--- src/design/lfu_pkg.sv ---
`timescale 1ns / 1ps
// ---------------------------------------------------------------------------
// lfu_pkg
// Shared constants and types of the LFU cache table.
// ---------------------------------------------------------------------------
package lfu_pkg;
   localparam int ENTRIES    = 16;
   localparam int IDX_BITS   = (ENTRIES > 1) ? $clog2(ENTRIES) : 1;
   localparam int CAP_BITS   = 5;
   localparam int COUNT_BITS = 16;
   localparam int RANK_BITS  = IDX_BITS;
   localparam int CNT_BITS   = $clog2(ENTRIES + 1);
   localparam logic [COUNT_BITS-1:0] COUNT_MAX = '1;
   localparam logic OP_GET = 1'b0;
   localparam logic OP_PUT = 1'b1;

   typedef struct packed {
      logic scan_start;
      logic scan_step;
      logic commit;
   } cmd_type;

   typedef struct packed {
      logic scan_last;
   } status_type;
endpackage

--- src/design/lfu_datapath.sv ---
`timescale 1ns / 1ps
// ---------------------------------------------------------------------------
// lfu_datapath
// Entry storage, serial scan for hit and victim, and the update commit.
// ---------------------------------------------------------------------------
module lfu_datapath (
   input  logic                     clock,
   input  logic                     reset,
   input  lfu_pkg::cmd_type         cmd,
   output lfu_pkg::status_type      status,
   input  logic                     load,
   input  logic                     op,
   input  logic [31:0]              key,
   input  logic [31:0]              value,
   input  logic [lfu_pkg::CAP_BITS-1:0] capacity,
   output logic                     found,
   output logic [31:0]              read_value,
   output logic                     evicted,
   output logic [31:0]              evicted_key
);
   localparam int IB = lfu_pkg::IDX_BITS;
   localparam int RB = lfu_pkg::RANK_BITS;
   localparam int CB = lfu_pkg::COUNT_BITS;
   localparam int NB = lfu_pkg::CNT_BITS;

   logic [lfu_pkg::ENTRIES-1:0] valid_ff;
   logic [31:0]   key_mem [lfu_pkg::ENTRIES];
   logic [31:0]   data_mem [lfu_pkg::ENTRIES];
   logic [CB-1:0] count_ff [lfu_pkg::ENTRIES];
   logic [RB-1:0] rank_ff [lfu_pkg::ENTRIES];

   logic          op_ff;
   logic [31:0]   key_ff, value_ff;
   logic [IB-1:0] idx_ff;
   logic          hit_ff, free_ok_ff, vic_ok_ff;
   logic [IB-1:0] hit_idx_ff, free_idx_ff, vic_idx_ff;
   logic [NB-1:0] held_ff;
   logic [CB-1:0] vic_cnt_ff;
   logic [RB-1:0] vic_rank_ff;
   logic [NB-1:0] cap_eff;

   logic          ev, is_hit;
   logic [CB-1:0] ec;
   logic [RB-1:0] er;
   logic [31:0]   ek;

   assign cap_eff = (capacity > lfu_pkg::CAP_BITS'(lfu_pkg::ENTRIES)) ?
                    NB'(lfu_pkg::ENTRIES) : NB'(capacity);
   assign status.scan_last = (idx_ff == IB'(lfu_pkg::ENTRIES - 1));

   assign ev = valid_ff[idx_ff];
   assign ek = key_mem[idx_ff];
   assign ec = count_ff[idx_ff];
   assign er = rank_ff[idx_ff];

   always_ff @(posedge clock) begin
      if (load) begin
         op_ff    <= op;
         key_ff   <= key;
         value_ff <= value;
      end
      if (cmd.scan_start) begin
         idx_ff <= '0;
         hit_ff <= 1'b0;
         free_ok_ff <= 1'b0;
         vic_ok_ff <= 1'b0;
         held_ff <= '0;
      end else if (cmd.scan_step) begin
         idx_ff <= idx_ff + 1'b1;
         if (!ev) begin
            if (!free_ok_ff) begin
               free_ok_ff  <= 1'b1;
               free_idx_ff <= idx_ff;
            end
         end else begin
            held_ff <= held_ff + 1'b1;
            if (!hit_ff && ek == key_ff) begin
               hit_ff     <= 1'b1;
               hit_idx_ff <= idx_ff;
            end
            if (!vic_ok_ff || ec < vic_cnt_ff || (ec == vic_cnt_ff && er > vic_rank_ff)) begin
               vic_ok_ff   <= 1'b1;
               vic_idx_ff  <= idx_ff;
               vic_cnt_ff  <= ec;
               vic_rank_ff <= er;
            end
         end
      end
   end

   // commit
   logic          do_ins, use_vic, do_upd;
   logic [IB-1:0] slot;
   logic [RB-1:0] old_rank;
   assign is_hit  = hit_ff;
   assign use_vic = (held_ff >= cap_eff) || !free_ok_ff;
   assign do_ins  = (cap_eff != '0) && !is_hit && op_ff == lfu_pkg::OP_PUT &&
                    (!use_vic || vic_ok_ff);
   assign do_upd  = (cap_eff != '0) && (is_hit || do_ins);
   assign slot    = is_hit ? hit_idx_ff : (use_vic ? vic_idx_ff : free_idx_ff);
   assign old_rank = is_hit ? rank_ff[hit_idx_ff] :
                     (use_vic ? vic_rank_ff : RB'(held_ff));

   always_ff @(posedge clock) begin
      if (reset) begin
         valid_ff <= '0;
      end else if (cmd.commit && do_ins) begin
         valid_ff[slot] <= 1'b1;
      end
   end

   always_ff @(posedge clock) begin
      if (cmd.commit && do_upd) begin
         for (int i = 0; i < lfu_pkg::ENTRIES; i++) begin
            if (IB'(i) != slot && valid_ff[i] && rank_ff[i] < old_rank)
               rank_ff[i] <= rank_ff[i] + 1'b1;
         end
         rank_ff[slot] <= '0;
         if (is_hit) begin
            if (count_ff[slot] != lfu_pkg::COUNT_MAX)
               count_ff[slot] <= count_ff[slot] + 1'b1;
         end else begin
            count_ff[slot] <= CB'(1);
            key_mem[slot]  <= key_ff;
         end
         if (op_ff == lfu_pkg::OP_PUT)
            data_mem[slot] <= value_ff;
      end
      if (cmd.commit) begin
         found       <= (cap_eff != '0) && is_hit;
         read_value  <= ((cap_eff != '0) && is_hit && op_ff == lfu_pkg::OP_GET) ?
                        data_mem[hit_idx_ff] : 32'd0;
         evicted     <= do_ins && use_vic;
         evicted_key <= (do_ins && use_vic) ? key_mem[vic_idx_ff] : 32'd0;
      end
   end
endmodule

--- src/design/lfu_control.sv ---
`timescale 1ns / 1ps
// ---------------------------------------------------------------------------
// lfu_control
// Sequencer: accept, scan all entries, commit, hold the result.
// ---------------------------------------------------------------------------
module lfu_control (
   input  logic                clock,
   input  logic                reset,
   input  logic                req_tvalid,
   output logic                req_tready,
   output logic                rsp_tvalid,
   input  logic                rsp_tready,
   output lfu_pkg::cmd_type    cmd,
   input  lfu_pkg::status_type status,
   output logic                load
);
   localparam logic [1:0] ST_IDLE = 2'd0;
   localparam logic [1:0] ST_SCAN = 2'd1;
   localparam logic [1:0] ST_COMMIT = 2'd2;
   localparam logic [1:0] ST_OUT = 2'd3;

   logic [1:0] state_ff, state_in;

   assign req_tready = (state_ff == ST_IDLE);
   assign rsp_tvalid = (state_ff == ST_OUT);
   assign load = req_tvalid && req_tready;
   assign cmd.scan_start = load;
   assign cmd.scan_step = (state_ff == ST_SCAN);
   assign cmd.commit = (state_ff == ST_COMMIT);

   always_comb begin
      state_in = state_ff;
      case (state_ff)
         ST_IDLE:   if (load) state_in = ST_SCAN;
         ST_SCAN:   if (status.scan_last) state_in = ST_COMMIT;
         ST_COMMIT: state_in = ST_OUT;
         ST_OUT:    if (rsp_tready) state_in = ST_IDLE;
         default:   state_in = ST_IDLE;
      endcase
   end

   always_ff @(posedge clock) begin
      if (reset) state_ff <= ST_IDLE;
      else state_ff <= state_in;
   end
endmodule

--- src/design/lfu_cache_table.sv ---
`timescale 1ns / 1ps
// ---------------------------------------------------------------------------
// lfu_cache_table
// Fully associative key/value cache, LFU replacement with LRU tie break.
// ---------------------------------------------------------------------------
// One item at a time: accept, a serial scan of all 16 entries that
// finds the hit and the victim, a commit step, then the result is held
// until taken by the output handshake.
module lfu_cache_table (
   input  logic        clock,
   input  logic        reset,
   input  logic        req_tvalid,
   output logic        req_tready,
   input  logic [71:0] req_tdata,  // operation, lookup_key, write_value, zero fill
   input  logic        rsp_tready,
   output logic        rsp_tvalid,
   output logic [71:0] rsp_tdata,  // found, read_value, evicted, evicted_key, zero fill
   input  logic        csr_valid,
   output logic        csr_ready,
   input  logic [4:0]  csr_data    // capacity_in_use
);
   logic [lfu_pkg::CAP_BITS-1:0] cap_ff;
   lfu_pkg::cmd_type cmd;
   lfu_pkg::status_type status;
   logic load, found, evicted;
   logic [31:0] read_value, evicted_key;

   assign csr_ready = 1'b1;
   always_ff @(posedge clock) begin
      if (reset) cap_ff <= lfu_pkg::CAP_BITS'(16);
      else if (csr_valid) cap_ff <= csr_data;
   end

   lfu_control u_ctl (
      .clock, .reset, .req_tvalid, .req_tready, .rsp_tvalid, .rsp_tready,
      .cmd, .status, .load
   );

   lfu_datapath u_dp (
      .clock, .reset, .cmd, .status, .load,
      .op(req_tdata[0]), .key(req_tdata[32:1]), .value(req_tdata[64:33]),
      .capacity(cap_ff), .found, .read_value, .evicted, .evicted_key
   );

   assign rsp_tdata = {6'd0, evicted_key, evicted, read_value, found};
endmodule

--- config.mk ---
export PLATFORM = sky130hd
export DESIGN_NAME = lfu_cache_table
export DESIGN_NICKNAME = d
export VERILOG_FILES = /design/src/design/lfu_pkg.sv /design/src/design/lfu_datapath.sv /design/src/design/lfu_control.sv /design/src/design/lfu_cache_table.sv
export SDC_FILE = /design/constraint.sdc
export NUM_CORES = 2
export LEC_CHECK = 0
export ABC_AREA = 1
export BUFFER_PORTS_ARGS = -buffer_cell sky130_fd_sc_hd__buf_2
export CAP_MARGIN = 30
export CORE_MARGIN = 2
export CORE_UTILIZATION = 40
export CTS_CLUSTER_SIZE = 40
export DETAILED_ROUTE_END_ITERATION = 10
export PLACE_DENSITY = 0.65
export SYNTH_ARGS = -nofsm -noshare
export SYNTH_HDL_FRONTEND = slang
export SYNTH_SLANG_ARGS = --single-unit
--- constraint.sdc ---
create_clock -name clock -period 11.2 [get_ports clock]
set_clock_uncertainty 0.1 [all_clocks]
set_input_delay 2.24 -clock clock [delete_from_list [all_inputs] [get_ports clock]]
set_output_delay 2.24 -clock clock [all_outputs]
set_load 0.01 [all_outputs]
After elaboration in Yosys (flattened, before gate mapping). Memories as Yosys holds them, arrays and structs flattened. A register that Yosys moved wholly into a read port is not among the register bits. Index checks and enable logic that the tools add are counted.

Eq/ne operators: 25. Add/sub/neg operators: 19. Order comparisons: 23. Bitwise logic cells: 6. Mux-type cells: 81. Reductions and logical operators: 67.

Operators with widths (count): adder 4 x 1 -> 4 bit (second input constant) (17); < comparator 4 bit (16); 2-to-1 mux 1 bit (62); logical AND 1 bit (45); 2-to-1 mux 4 bit (11); == test 32 bit (1); != test 4 bit (first input constant) (8); adder 16 x 1 -> 16 bit (second input constant) (1); == test 16 bit (1); < comparator 16 bit (1); 2-to-1 mux 16 bit (1); != test 16 bit (second input constant) (1); != test 3 x 4 -> 1 bit (first input constant) (4); bitwise OR 16 bit (1); AND reduction 4 bit (3); < comparator 4 x 5 -> 1 bit (second input constant) (2); AND reduction 3 bit (3); != test 2 x 4 -> 1 bit (first input constant) (2); one-hot mux 2 bit (4 select lines) (1); zero test 1 bit (6); 2-to-1 mux 2 bit (3); adder 5 x 1 -> 5 bit (second input constant) (1); greater-or-equal comparator 5 bit (1); > comparator 5 bit (second input constant) (1); other kinds (18) (28).

Output and inout port bits: 75. Memories kept: 4. Bits in writable memories: 1344. Input bits: 82. Bits in registers: 134. Word-level logic and storage cells: 243.

Memories: u_dp.data_mem (depth 16, bits a word 32, rd ports 1, clocked after Yosys merged registers in 1, wr ports 1, RTL line lfu_datapath.sv:28) `logic [31:0] data_mem [lfu_pkg::ENTRIES];`; u_dp.key_mem (depth 16, bits a word 32, rd ports 2, clocked after Yosys merged registers in 2, wr ports 1, RTL line lfu_datapath.sv:27) `logic [31:0] key_mem [lfu_pkg::ENTRIES];`; u_dp.count_ff (depth 16, bits a word 16, rd ports 2, clocked after Yosys merged registers in 1, wr ports 1, RTL line lfu_datapath.sv:29) `logic [CB-1:0] count_ff [lfu_pkg::ENTRIES];`; u_dp.rank_ff (depth 16, bits a word 4, rd ports 18, clocked after Yosys merged registers in 2, wr ports 17, RTL line lfu_datapath.sv:30) `logic [RB-1:0] rank_ff [lfu_pkg::ENTRIES];`.

Longest topological paths before layout.
Depth in word-level cells: 13. Gate-level depth with buffers: 28. Mapped depth without buffers: 26.

Modules after synthesis. From an unflattened synthesis, not the netlist that was laid out.

Cells, all modules: 6984. Area total of the unflattened synthesis: 72366.9 µm².

By module, submodules not included: lfu_datapath (sequential area each 45333.5 µm², instances 1, area each 71890.2 µm², cells each 6914); lfu_cache_table (sequential area each 100.1 µm², instances 1, area each 291.5 µm², cells each 42); lfu_control (sequential area each 40.0 µm², instances 1, area each 185.2 µm², cells each 28).

Least setup slack after synthesis. Ideal clock, no wire load.

Path type: register to register. From: register u_ctl.state_ff[0]. To: memory u_dp.key_mem[10][0] (enable). Stages on the path, launching flop included: 8. Data required time: 10677 ps. Data arrival time: 4806 ps. Library setup time: 423 ps. Slack: 5871 ps. Clock period less this slack: 5329 ps. Path buffers: 1. Cells stage by stage: dfxtp_1 inv_1 ha_1 nand3_1 nor2_1 clkinv_1 clkbuf_1 nor2_1.

Longest elaborated chain between the ends: 4.

Ends and longest elaborated chain: start: declaration (RTL line lfu_control.sv:22) `logic [1:0] state_ff, state_in;`; start signal: assignment (RTL line lfu_control.sv:44) `else state_ff <= state_in;`; == test 2 bit (RTL line lfu_control.sv:29) `assign cmd.commit = (state_ff == ST_COMMIT);`; logical AND 1 bit (RTL line lfu_datapath.sv:113) `if (cmd.commit && do_upd) begin`; 2-to-1 mux 1 bit (RTL line lfu_datapath.sv:113); 2-to-1 mux 1 bit (implied by the code) (RTL line lfu_datapath.sv:124) `key_mem[slot] <= key_ff;`; end: declaration (RTL line lfu_datapath.sv:27).

No other way between the ends.

Final worst setup path.
From: register cap_ff[1] in the netlist's numbering. To: memory u_dp.count_ff[7][2] in the netlist's numbering (enable).

Longest elaborated chain between the ends: 13. Elaborated cells between the ends (all ways): 24. Classes of those cells: order compare: 2; eq/ne: 1; mux: 9; bitwise: 1; reduce/logical: 10; memory: 1.

Ends and longest elaborated chain: start: declaration (RTL line lfu_cache_table.sv:22) `logic [lfu_pkg::CAP_BITS-1:0] cap_ff;`; start signal: assignment (RTL line lfu_cache_table.sv:30) `if (reset) cap_ff <= lfu_pkg::CAP_BITS'(16);`; start signal: assignment (RTL line lfu_cache_table.sv:31) `else if (csr_valid) cap_ff <= csr_data;`; > comparator 5 bit (RTL line lfu_datapath.sv:47) `assign cap_eff = (capacity > lfu_pkg::CAP_BITS'(lfu_pkg::ENTRIES)) ?`; 2-to-1 mux 5 bit (*) (RTL line lfu_datapath.sv:47); greater-or-equal comparator 5 bit (RTL line lfu_datapath.sv:96) `assign use_vic = (held_ff >= cap_eff) || !free_ok_ff;`; logical OR 1 bit (RTL line lfu_datapath.sv:96); 2-to-1 mux 4 bit or zero test 1 bit (tied branches) (RTL line lfu_datapath.sv:100, lfu_datapath.sv:98); 2-to-1 mux 4 bit or logical OR 1 bit (tied branches) (RTL line lfu_datapath.sv:100, lfu_datapath.sv:98); memory read (16 x 16 bit) or logical AND 1 bit (tied branches); != test 16 bit or logical OR 1 bit (tied branches) (RTL line lfu_datapath.sv:120, lfu_datapath.sv:99); 2-to-1 mux 1 bit or logical AND 1 bit (tied branches) (RTL line lfu_datapath.sv:120, lfu_datapath.sv:99); 2-to-1 mux 1 bit or logical AND 1 bit (tied branches) (RTL line lfu_datapath.sv:119, lfu_datapath.sv:113); 2-to-1 mux 1 bit (RTL line lfu_datapath.sv:113); 2-to-1 mux 1 bit (on tied branches) (RTL line lfu_datapath.sv:121, lfu_datapath.sv:123); bitwise OR 1 bit (no source line); end: declaration (RTL line lfu_datapath.sv:29).

Every way passes the cells marked *; elsewhere a longest branch is shown, timed or not.

==> results.yml <==
run_status:
  status: "completed"
job:
  cap_viol_max_count: 0
clock_network:
  clkTransAtPathRegs_ns: 0.06
  cts_inserted_buffers: 162
  clock_latency_ns: 0.83
  cts_setup_buffers: 0
  cts_resized: 0
  clockBufferDepth: 3
  ctsHoldBuffers: 0
  htreeDepth: 4
  root_buffer: "clkbuf_16"
  clock-sinks: 1550
  cts_tree: "yes"
global_route:
  grt.overflow.total: 0
  antenna_found_initial: 2
  grt_pass1_vias: 50471
  grtUsageTotal_pct: 22.1
  grt_pass1_wl_um: 311000
  grt_max_degree: 291
finish:
  syn2layout_area_growth_pct: 11.5
  fillers: 16258
  final_util_pct: 45.0
  multiInputGateArea_um2: 22600
  final_cells: 9512
  design_area_um2: 80500
  drive_gt1_share_pct: 8.36
  final_nets: 7205
  seq_area_um2: 45500
synth:
  synth_warnings: 0
  syn_area_per_cell_um2: 10.2
  syn_inst: 7075
  synthArstFlopShare_pct: 0
  yosysSeqAreaShare_pct: 63.0
  synth.cell_area_um2: 72200
  synth_top_area_cell: "edfxtp_1"
  yosysTopAreaCellShare_pct: 60.0
  synth_ff_type: "edfxtp_1"
  synth_edf_count: 1443
  yosys_register_bits: 1550
  ys_top_cells_by_area: "edfxtp_1 (60%), o21ai_0 (6.7%), nand2_1 (5.8%), a21oi_1 (4.6%), inv_1 (3.5%)"
  synth.distinct_cells: 52
placement:
  hpwl_um: 111000
  placed_cells: 9214
  placed_area_um2: 75200
  gp_congestion: 0.888
  io_buffers: 142
power_and_ir_drop:
  p_leak_nw: 29.3
  pwr_density_cell_nw_per_um2: 216
  ir_drop_v: 0.000227
drt:
  drc: 0
  vias_per_cell: 5.66
  vias: 53836
  ant_nets: 0
  drt_wl_total_um: 210000
  first_pass_iters: 6
  drtIter0Drc: 6223
  wl_per_cell_um: 22.1
worst_setup_path:
  crit_type: "register to register"
  timing.critical_path.from_type: "register"
  cp-end-kind: "register"
  path_max_fanout: 50
  crit_arrival_ns: 7.45
  crit_required_ns: 11.63
floorplan:
  dieArea_um2: 184000
  core_area_um2: 179000
  die_w_um: 429
  ios: 157
  die-height_um: 429
  rows: 155
  start_util_pct: 40.3
timing:
  period_share_pct: 62.7
  tightestPinTransition_ns: 1.28
  slew_viol_final: 0
  fmax_mhz: 142
  rsz0062_at_grt: "false"
  relSlewSlack_pct: 14.7
  setup_viol: 0
  period_minus_slack_ns: 7.02
  timing.final.hold_violations: 0
  finalSetupTns_ns: 0
  hold_slack_ns: 0.366
min_path:
  hp-class: "register to register"
[final timing paths]
check | depth (start not counted) | slack [ns] | startpoint | endpoint
max reg2reg | 25 | 4.18 | cap_ff[1]$_SDFFE_PP0P_ | u_dp.count_ff[7][2]$_DFFE_PP_
min | 1 | 0.37 | u_dp.valid_ff[3]$_SDFFE_PP0P_ | u_dp.valid_ff[3]$_SDFFE_PP0P_
max | 25 | 4.18 | cap_ff[1]$_SDFFE_PP0P_ | u_dp.count_ff[7][2]$_DFFE_PP_
min reg2reg | 1 | 0.37 | u_dp.valid_ff[3]$_SDFFE_PP0P_ | u_dp.valid_ff[3]$_SDFFE_PP0P_
[power breakdown]
| part | switching (W) | internal (W) |
|---|---|---|
| Combinational | 0.00334 | 0.00126 |
| Clock | 0.00233 | 0.00292 |
| Sequential | 0.000363 | 0.00715 |
| Total | 0.00603 | 0.0113 |
[metrics by stage]
stage                     setup WS (ns)  total power, W
after floorplan                    5.87          0.0105
after global placement             4.37          0.0120
after detailed placement           4.33          0.0121
after CTS                          4.29          0.0173
after global routing               3.69          0.0182
final                              4.18          0.0174
[kinds of logic (layout without fill, tap and decap cells)]
family / after synthesis / in the layout / share of synthesized area, %
AOI/OAI and AO/OA: 2157 / 2157 / 16.7
DFF: 1550 / 1550 / 63.0
buffers and inverters: 1149 / 1225 / 6.25
and+or+nand+nor: 2071 / 2071 / 11.8
muxes: 13 / 13 / 0.182
adders and majority gates: 96 / 96 / 1.66
other: 2 / 8 / 0.0104
xor gates and xnor gates: 37 / 37 / 0.449
[critical path: stages (launching register included)]
cell     delay (ns)
dfxtp_1        0.32
nor4_1         0.31
or2_2          0.19
nand2_1        0.09
ha_1           0.30
nand2_1        0.07
nand2_1        0.05
nand2_1        0.14
nand3_4        0.23
nand2_1        0.15
nand3_2        0.73
nand2_4        0.94
buf_4          0.47
o21ai_0        0.13
nand2_1        0.07
nand2_1        0.08
nand2_1        0.08
nand2_1        0.09
nor2_4         0.14
ha_1           0.19
nand2_2        0.09
nor2_4         0.15
nand4_2        0.14
nor2_4         0.72
nor2_2         0.36
buf_4          0.34
[cells in the mapped netlist (3+ instances only)]
cell / number
nor2_2: 27
o211ai_1: 181
a21o_1: 11
nor2_1: 536
inv_2: 11
nor4_1: 6
dfxtp_1: 107
buf_2: 66
buf_6: 6
inv_1: 666
a211oi_1: 110
clkbuf_1: 329
xnor2_1: 7
edfxtp_1: 1443
o22ai_1: 111
o21a_1: 18
or2_2: 13
clkinv_1: 5
o31ai_1: 3
mux2i_1: 12
buf_1: 47
nand3b_1: 17
a21oi_1: 657
o221ai_1: 70
nand3_2: 4
ha_1: 96
o21ai_0: 972
nor3_1: 27
xor2_1: 30
o21ai_1: 15
nand2_1: 1116
buf_4: 16
nand3_1: 285
nand4_1: 23
nand2_2: 6
nor2_4: 5
[state kept, by name, indices dropped and copies added, names as in the netlist, 4 cells and up, named ones only]
name	count
u_dp.rank_ff	64
u_dp.vic_idx_ff	4
u_dp.key_mem	512
u_dp.hit_idx_ff	4
u_dp.valid_ff	16
u_dp.data_mem	512
u_dp.value_ff	32
u_dp.vic_cnt_ff	16
u_dp.free_idx_ff	4
u_dp.evicted_key	32
u_dp.held_ff	5
u_dp.idx_ff	4
u_dp.key_ff	32
cap_ff	5
u_dp.vic_rank_ff	4
u_dp.read_value	32
u_dp.count_ff	256
[layout by cell type (no fill, tap or decap), types with 11 or more instances in the layout]
| cell | count |
|---|---|
| or2_2 | 13 |
| clkbuf_16 | 162 |
| clkinv_1 | 44 |
| o21a_1 | 18 |
| ha_1 | 95 |
| nand2_1 | 1114 |
| clkinv_16 | 12 |
| nor2_2 | 20 |
| buf_2 | 142 |
| a21oi_1 | 657 |
| o221ai_1 | 70 |
| o21ai_0 | 969 |
| edfxtp_1 | 1443 |
| nand3b_1 | 17 |
| mux2i_1 | 12 |
| clkinv_2 | 29 |
| o22ai_1 | 111 |
| xor2_1 | 30 |
| nor3_1 | 26 |
| nor2_1 | 498 |
| dfxtp_1 | 103 |
| clkbuf_1 | 31 |
| nand4_1 | 23 |
| o21ai_1 | 17 |
| o211ai_1 | 181 |
| a211oi_1 | 110 |
| a21o_1 | 11 |
| nand3_1 | 285 |
| buf_4 | 93 |
| nor2_4 | 50 |
| inv_1 | 662 |
[metal layers]
metal,global-route usage [%],routed length [um],vias to the layer above
li1,-,-,24891
met1,29.0,84800,25905
met2,36.2,99800,2524
met3,3.49,16700,516
met4,9.59,8670,0
met5,0,0,-
[final cells by class]
type / count / area share [%]
Clock buffer: 195 / 5.21
Antenna cell: 1 / 0.00311
Tap cell: 2355 / 3.66
Clock inverter: 98 / 1.26
Sequential cell: 1550 / 56.5
Timing Repair Buffer: 248 / 2.07
Multi-Input combinational cell: 4381 / 28.1
Inverter: 684 / 3.22
Power figures use the tool's default switching activity.
